--- config.mk ---
export PLATFORM = sky130hd
export DESIGN_NAME = bhbh_ctrl
export DESIGN_NICKNAME = d
export VERILOG_FILES = /design/src/rtl/bhbh_pkg.sv /design/src/rtl/bhbh_ctrl.sv
export SDC_FILE = /design/constraint.sdc
export NUM_CORES = 1
export LEC_CHECK = 0
export BUFFER_PORTS_ARGS = -buffer_cell sky130_fd_sc_hd__buf_2
export CORE_AREA = 2 2 39 41
export DETAILED_ROUTE_END_ITERATION = 8
export DIE_AREA = 0 0 41 43
export MAX_ROUTING_LAYER = met4
export PLACE_DENSITY = 0.65
export REMOVE_ABC_BUFFERS = 1
export SLEW_MARGIN = 25
export SYNTH_ARGS = -nofsm -noshare
export SYNTH_HDL_FRONTEND = slang
export SYNTH_SLANG_ARGS = --single-unit
--- constraint.sdc ---
create_clock -name clk -period 2.3 [get_ports clk]
set_input_delay 0.23 -clock clk [delete_from_list [all_inputs] [get_ports clk]]
set_output_delay 0.23 -clock clk [all_outputs]
set_load 0.03 [all_outputs]
--- src/rtl/bhbh_pkg.sv ---
package bhbh_pkg;

  localparam int MAX_FILTERS = 8;
  localparam int MAX_WIDTH   = 64;
  localparam int MAX_HEIGHT  = 64;
  localparam int MAX_BLOCK   = 32;

  localparam int FRAME_DEPTH = MAX_WIDTH * MAX_HEIGHT;
  localparam int HIST_DEPTH  = 256;

  localparam int RESP_W  = 16;
  localparam int CODE_W  = 8;
  localparam int COUNT_W = 11;
  localparam int NORM_W  = 25;
  localparam int NUM_W   = 35;
  localparam int CFG_IDX_W  = 3;
  localparam int CFG_DATA_W = 7;

  localparam logic [NORM_W-1:0] NORM_LIMIT = 25'd16777216;

  localparam logic [CFG_IDX_W-1:0] REG_NUM_FILTERS  = 3'd0;
  localparam logic [CFG_IDX_W-1:0] REG_BLOCK_SIZE   = 3'd1;
  localparam logic [CFG_IDX_W-1:0] REG_BLOCK_STEP   = 3'd2;
  localparam logic [CFG_IDX_W-1:0] REG_IMAGE_WIDTH  = 3'd3;
  localparam logic [CFG_IDX_W-1:0] REG_IMAGE_HEIGHT = 3'd4;

  localparam logic [1:0] MODE_WRITE = 2'd0;
  localparam logic [1:0] MODE_BUILD = 2'd1;
  localparam logic [1:0] MODE_READ  = 2'd2;

  typedef enum logic [3:0] {
    S_IDLE,
    S_FRD,
    S_HRD,
    S_HWR,
    S_BRD,
    S_DINIT,
    S_DIV,
    S_DONE_OK,
    S_DONE_BIN
  } state_t;

  typedef enum logic [1:0] {
    RES_OK,
    RES_ERR,
    RES_BIN
  } res_sel_t;

  typedef struct packed {
    logic     in_ready;
    logic     frame_wr;
    logic     build_start;
    logic     bin_latch;
    logic     frame_rd;
    logic     hist_rd;
    logic     hist_src_bin;
    logic     hist_wr;
    logic     div_start;
    logic     div_step;
    logic     out_load;
    res_sel_t out_sel;
  } cmd_t;

  typedef struct packed {
    logic       in_valid;
    logic [1:0] mode;
    logic       ok;
    logic       out_free;
    logic       last;
    logic       div_done;
  } sts_t;

endpackage

--- src/rtl/bhbh_ctrl.sv ---
module bhbh_ctrl (
  input  logic           clk,
  input  logic           rst,
  input  bhbh_pkg::sts_t sts,
  output bhbh_pkg::cmd_t cmd
);
  import bhbh_pkg::*;

  state_t state, state_next;

  always_ff @(posedge clk) begin
    if (rst) begin
      state <= S_IDLE;
    end else begin
      state <= state_next;
    end
  end

  always_comb begin
    state_next = state;
    cmd = '0;
    cmd.out_sel = RES_OK;
    unique case (state)
      S_IDLE: begin
        cmd.in_ready = sts.out_free;
        if (sts.in_valid && sts.out_free) begin
          priority if (sts.ok && sts.mode == MODE_WRITE) begin
            cmd.frame_wr = 1'b1;
            cmd.out_load = 1'b1;
            cmd.out_sel  = RES_OK;
          end else if (sts.ok && sts.mode == MODE_BUILD) begin
            cmd.build_start = 1'b1;
            state_next = S_FRD;
          end else if (sts.ok && sts.mode == MODE_READ) begin
            cmd.bin_latch = 1'b1;
            state_next = S_BRD;
          end else begin
            cmd.out_load = 1'b1;
            cmd.out_sel  = RES_ERR;
          end
        end
      end
      S_FRD: begin
        cmd.frame_rd = 1'b1;
        state_next = S_HRD;
      end
      S_HRD: begin
        cmd.hist_rd = 1'b1;
        state_next = S_HWR;
      end
      S_HWR: begin
        cmd.hist_wr = 1'b1;
        state_next = sts.last ? S_DONE_OK : S_FRD;
      end
      S_BRD: begin
        cmd.hist_rd      = 1'b1;
        cmd.hist_src_bin = 1'b1;
        state_next = S_DINIT;
      end
      S_DINIT: begin
        cmd.div_start = 1'b1;
        state_next = S_DIV;
      end
      S_DIV: begin
        if (sts.div_done) begin
          state_next = S_DONE_BIN;
        end else begin
          cmd.div_step = 1'b1;
        end
      end
      S_DONE_OK: begin
        if (sts.out_free) begin
          cmd.out_load = 1'b1;
          cmd.out_sel  = RES_OK;
          state_next = S_IDLE;
        end
      end
      S_DONE_BIN: begin
        if (sts.out_free) begin
          cmd.out_load = 1'b1;
          cmd.out_sel  = RES_BIN;
          state_next = S_IDLE;
        end
      end
      default: state_next = S_IDLE;
    endcase
  end

endmodule

After elaboration in Yosys (flattened, before gate mapping)
Index checks and enable logic that the tools add are counted.
Cells by class
  multiplexer cells: 29
  reduce and logical (&&, ||, !) cells: 9
  equal/unequal tests: 15
Operators by type and width (count)
  $pmux W4 S8: 1
  $mux W4: 7
  $mux W3: 8
  $eq A4 B3 Y1 const B: 4
  $mux W1: 11
  $pmux W3 S3: 1
  $eq A4 B2 Y1 const B: 2
  $ne A2 B2 Y1 const B: 3
  $reduce_and A5 Y1: 1
  $eq A4 B1 Y1 const B: 1
  $eq A4 B4 Y1 const B: 1
  $logic_and A1 B1 Y1: 4
  $logic_not A4 Y1: 1
  $reduce_or A2 Y1: 2
  $ne A3 B3 Y1 const B: 1
  $eq A2 B1 Y1 const B: 1
  $eq A2 B2 Y1 const B: 1
  $logic_not A2 Y1: 1
  $mux W2: 1
  $ne A2 B1 Y1 const B: 1
Word-level totals
  logic and storage cells: 54
  output and inout port bits: 13
  input port bits: 9
  flip-flop bits (word level): 4

Logic depth before layout (Yosys ltp)
  depth in word-level cells: 7
  gate-level depth with buffers: 5
  gate-level depth less buffers: 4

Worst setup path before layout
OpenSTA, ideal clock, no wires.
  path type: reg-to-output
  start: register state[1]
  end: output port cmd[9] (netlist name)
  setup slack: -0.058 ns
  path buffers: 1
  data arrival time: 2.128 ns
  stages on the path, launching flop included: 6
  required time: 2.070 ns
  cell sequence: dfxtp_1 clkbuf_1 nor2_1 and3_1 nand2_1 nor4b_1
RTL lines
  start: declaration: RTL line bhbh_ctrl.sv:9  | state_t state, state_next;
  start signal: assignment: RTL line bhbh_ctrl.sv:15  | state <= state_next;
  end: declaration: RTL line bhbh_ctrl.sv:5  | output bhbh_pkg::cmd_t cmd

==> out/metrics.cfg <==
[detailed_routing]
num_vias = 477
drcViolationCount = 0
dr.first_iter.drc_count = 8
post_drt_wl_per_cell_um = 10.83
wl_um = 1029
viasPerCell = 5.021
firstDrtPassIters = 4
final_antenna_net_count = 0

[layout]
largest_reg_flops = 4
n_fill_cell = 146
drive_gt1_share_pct = 31.65
top_regs = state: 4 flops
multi_input_area_um2 = 292.8
final_cells = 95
post-route-util_pct = 38.16
fin_area_um2 = 528.0
nNetsFinal = 90
regArea_um2 = 80.08
antenna_cells = 0
regMostFlops = state
area_growth_pct = 34.39

[setup_path]
max_stage_delay_ps = 410
crit_slowest_cell = dfxtp_1
crit_fanout = 11
critPathLaunch = state[0]$_SDFFE_PP0P_
path_class = reg2out
worstSetupEndpointType = output pin
cp.arrival_ps = 1560
worstPathRequired_ps = 2070
rr_startpoint = state[3]$_SDFFE_PP0P_
r2r_slack_ps = 1060
startpoint_type = register
crit_path_cell_trace = nor2_1, and3_1, nand2_1, nor4b_1, buf_2

[clock_network]
cts-hold-fix-buffers = 0
clk_latency_ps = 230
cts_buffers = 3
cts_setup_buffers = 0
cts_tree = built
root_buffer = clkbuf_4
clockBufferDepth = 2
clk_pin_slew_ps = 30
htreeDepth = 1
clock-sinks = 4
cts_resized = 0

[synth]
netlist_instances = 58
synth_seq_cells = 4
yosys_warnings = 0
synth_compound_area_share_pct = 23.89
synthSimpleGateAreaFrac_pct = 45.86
synth_adder_area_share_pct = 0
syn-cell-area_um2 = 392.9
avgSynthCellArea_um2 = 6.774
ys_types = 27
synth_top_family_by_area = simple AND/OR/NAND/NOR gates
yosysSeqAreaShare_pct = 20.38
synthXorXnorAreaFrac_pct = 2.229
synth_mux_area_share_pct = 2.548

[timing]
hold_viol_final = 0
setup-violations-final = 0
timing.final.crit_share_pct = 77.99
fin_hold_ws_ps = 194.3
tightest_slew_ps = 366.6
rsz0062_at_grt = false
min_period_ps = 1794
skew_ps = 3.506
clock.fmax_mhz = 557.5
setup_tns_ps = 0
timing.slew.headroom_pct = 75.53
maxSlewViolCount = 0
finalWorstSetupSlack_ps = 506.3

[die]
die_h_um = 43
boundaryPins = 22
row_count = 14
start_util_pct = 28.39
core-area_um2 = 1384
dieArea_um2 = 1763
chipWidth_um = 41

[placed_design]
hpwl_um = 805.7
place_area_um2 = 505.5
pre_cts_slack_ps = 736.8
placed_cells = 92
port-buffer-count = 21
gp_congestion = 0.7491

[pwr]
powerDensity_nw_per_um2 = 401.4
power_uw = 212.0
p_leak_nw = 0.2399
ir_drop_mv = 0.2088

[run_status]
outcome = finished clean

[min_path]
worstHoldStart = rst
hp-class = in2reg

[grt]
grtUsageTotal_pct = 14.08
grt_pass1_vias = 404
antenna_found_initial = 0
grt_max_degree = 12
grt_pass1_wl_um = 1718
grt_overflow = 0

[flow_run]
max_cap_viol_count = 0

-- Yosys cell counts (all sizes together) --
library cell	number	area [um^2]
or3	1	6.260
xor2	1	8.760
nand3b	1	7.510
nor2b	1	6.260
and3	1	6.260
nand4	1	6.260
nor3b	1	7.510
a2bb2oi	1	8.760
a31oi	1	6.260
dfxtp	4	80.08
or2	1	6.260
a31o	1	8.760
nand2b	7	43.79
o22ai	1	6.260
buf	1	5.000
clkbuf	2	7.510
a21oi	4	20.02
inv	2	7.510
nor2	6	22.52
nor4b	1	8.760
o21ai	1	5.000
mux2i	1	10.01
o32ai	1	16.27
nor3	4	20.02
nor4	2	12.51
a21boi	3	22.52
nand2	7	26.28
-- path summary, 6_finish.rpt --
path              cells past startpoint               endpoint
setup / recovery                      5                 cmd[9]
hold reg to reg                       1  state[3]$_SDFFE_PP0P_
hold / removal                        2  state[3]$_SDFFE_PP0P_
setup reg to reg                      3  state[0]$_SDFFE_PP0P_
-- worst max-delay path: cells and delay by family (launching register included) --
kind                   cells  cell delay (ps)
buffers and inverters      1              240
DFF                        1              410
and+or+nand+nor            4              690
-- logic make-up after synthesis --
kind of cell	after synthesis
AND/OR/NAND/NOR	34
AO/OA/AOI/OAI	13
buffers and inverters	5
flip-flops	4
XOR/XNOR	1
multiplexers	1
-- cells in the final DEF (no fill, tap or decap) --
cell and count:
buf_2 21, nand2b_1 7, nand2_1 7, nor2_1 6
nor3_1 4, a21oi_1 4, dfxtp_1 4, a21boi_0 3
clkbuf_4 3, inv_1 2, nor4_1 2, nor3b_1 1
and3_1 1, nand3b_1 1, nor4b_1 1, or2_0 1
xor2_1 1, o21ai_0 1, a2bb2oi_1 1, nand4_1 1
a31o_1 1, mux2i_1 1, o32ai_2 1, or3_1 1
a31oi_1 1, nor2b_1 1, o22ai_1 1
-- where the power goes --
part / switching [mW] / internal, mW
logic: 0.0334 / 0.0201
clock network: 0.0268 / 0.0582
registers: 0.00244 / 0.0709
-- final cells by class --
cell class,instances,share of cell area (%)
timing repair buffer,21,19.91
multi-input combinational,49,55.45
clock buffer,3,4.265
sequential,4,15.17
tap,16,3.791
inverter,2,1.422
-- layer usage --
metal | GRT usage, % | up-vias | part of all wire (%)
met5 | - | - | 0
met4 | 4.000 | 0 | 1.4
met3 | 4.712 | 2 | 5.5
met2 | 17.19 | 15 | 43
met1 | 21.47 | 210 | 50
li1 | - | 250 | -
Note: power is estimated with default switching activity, not from simulation.
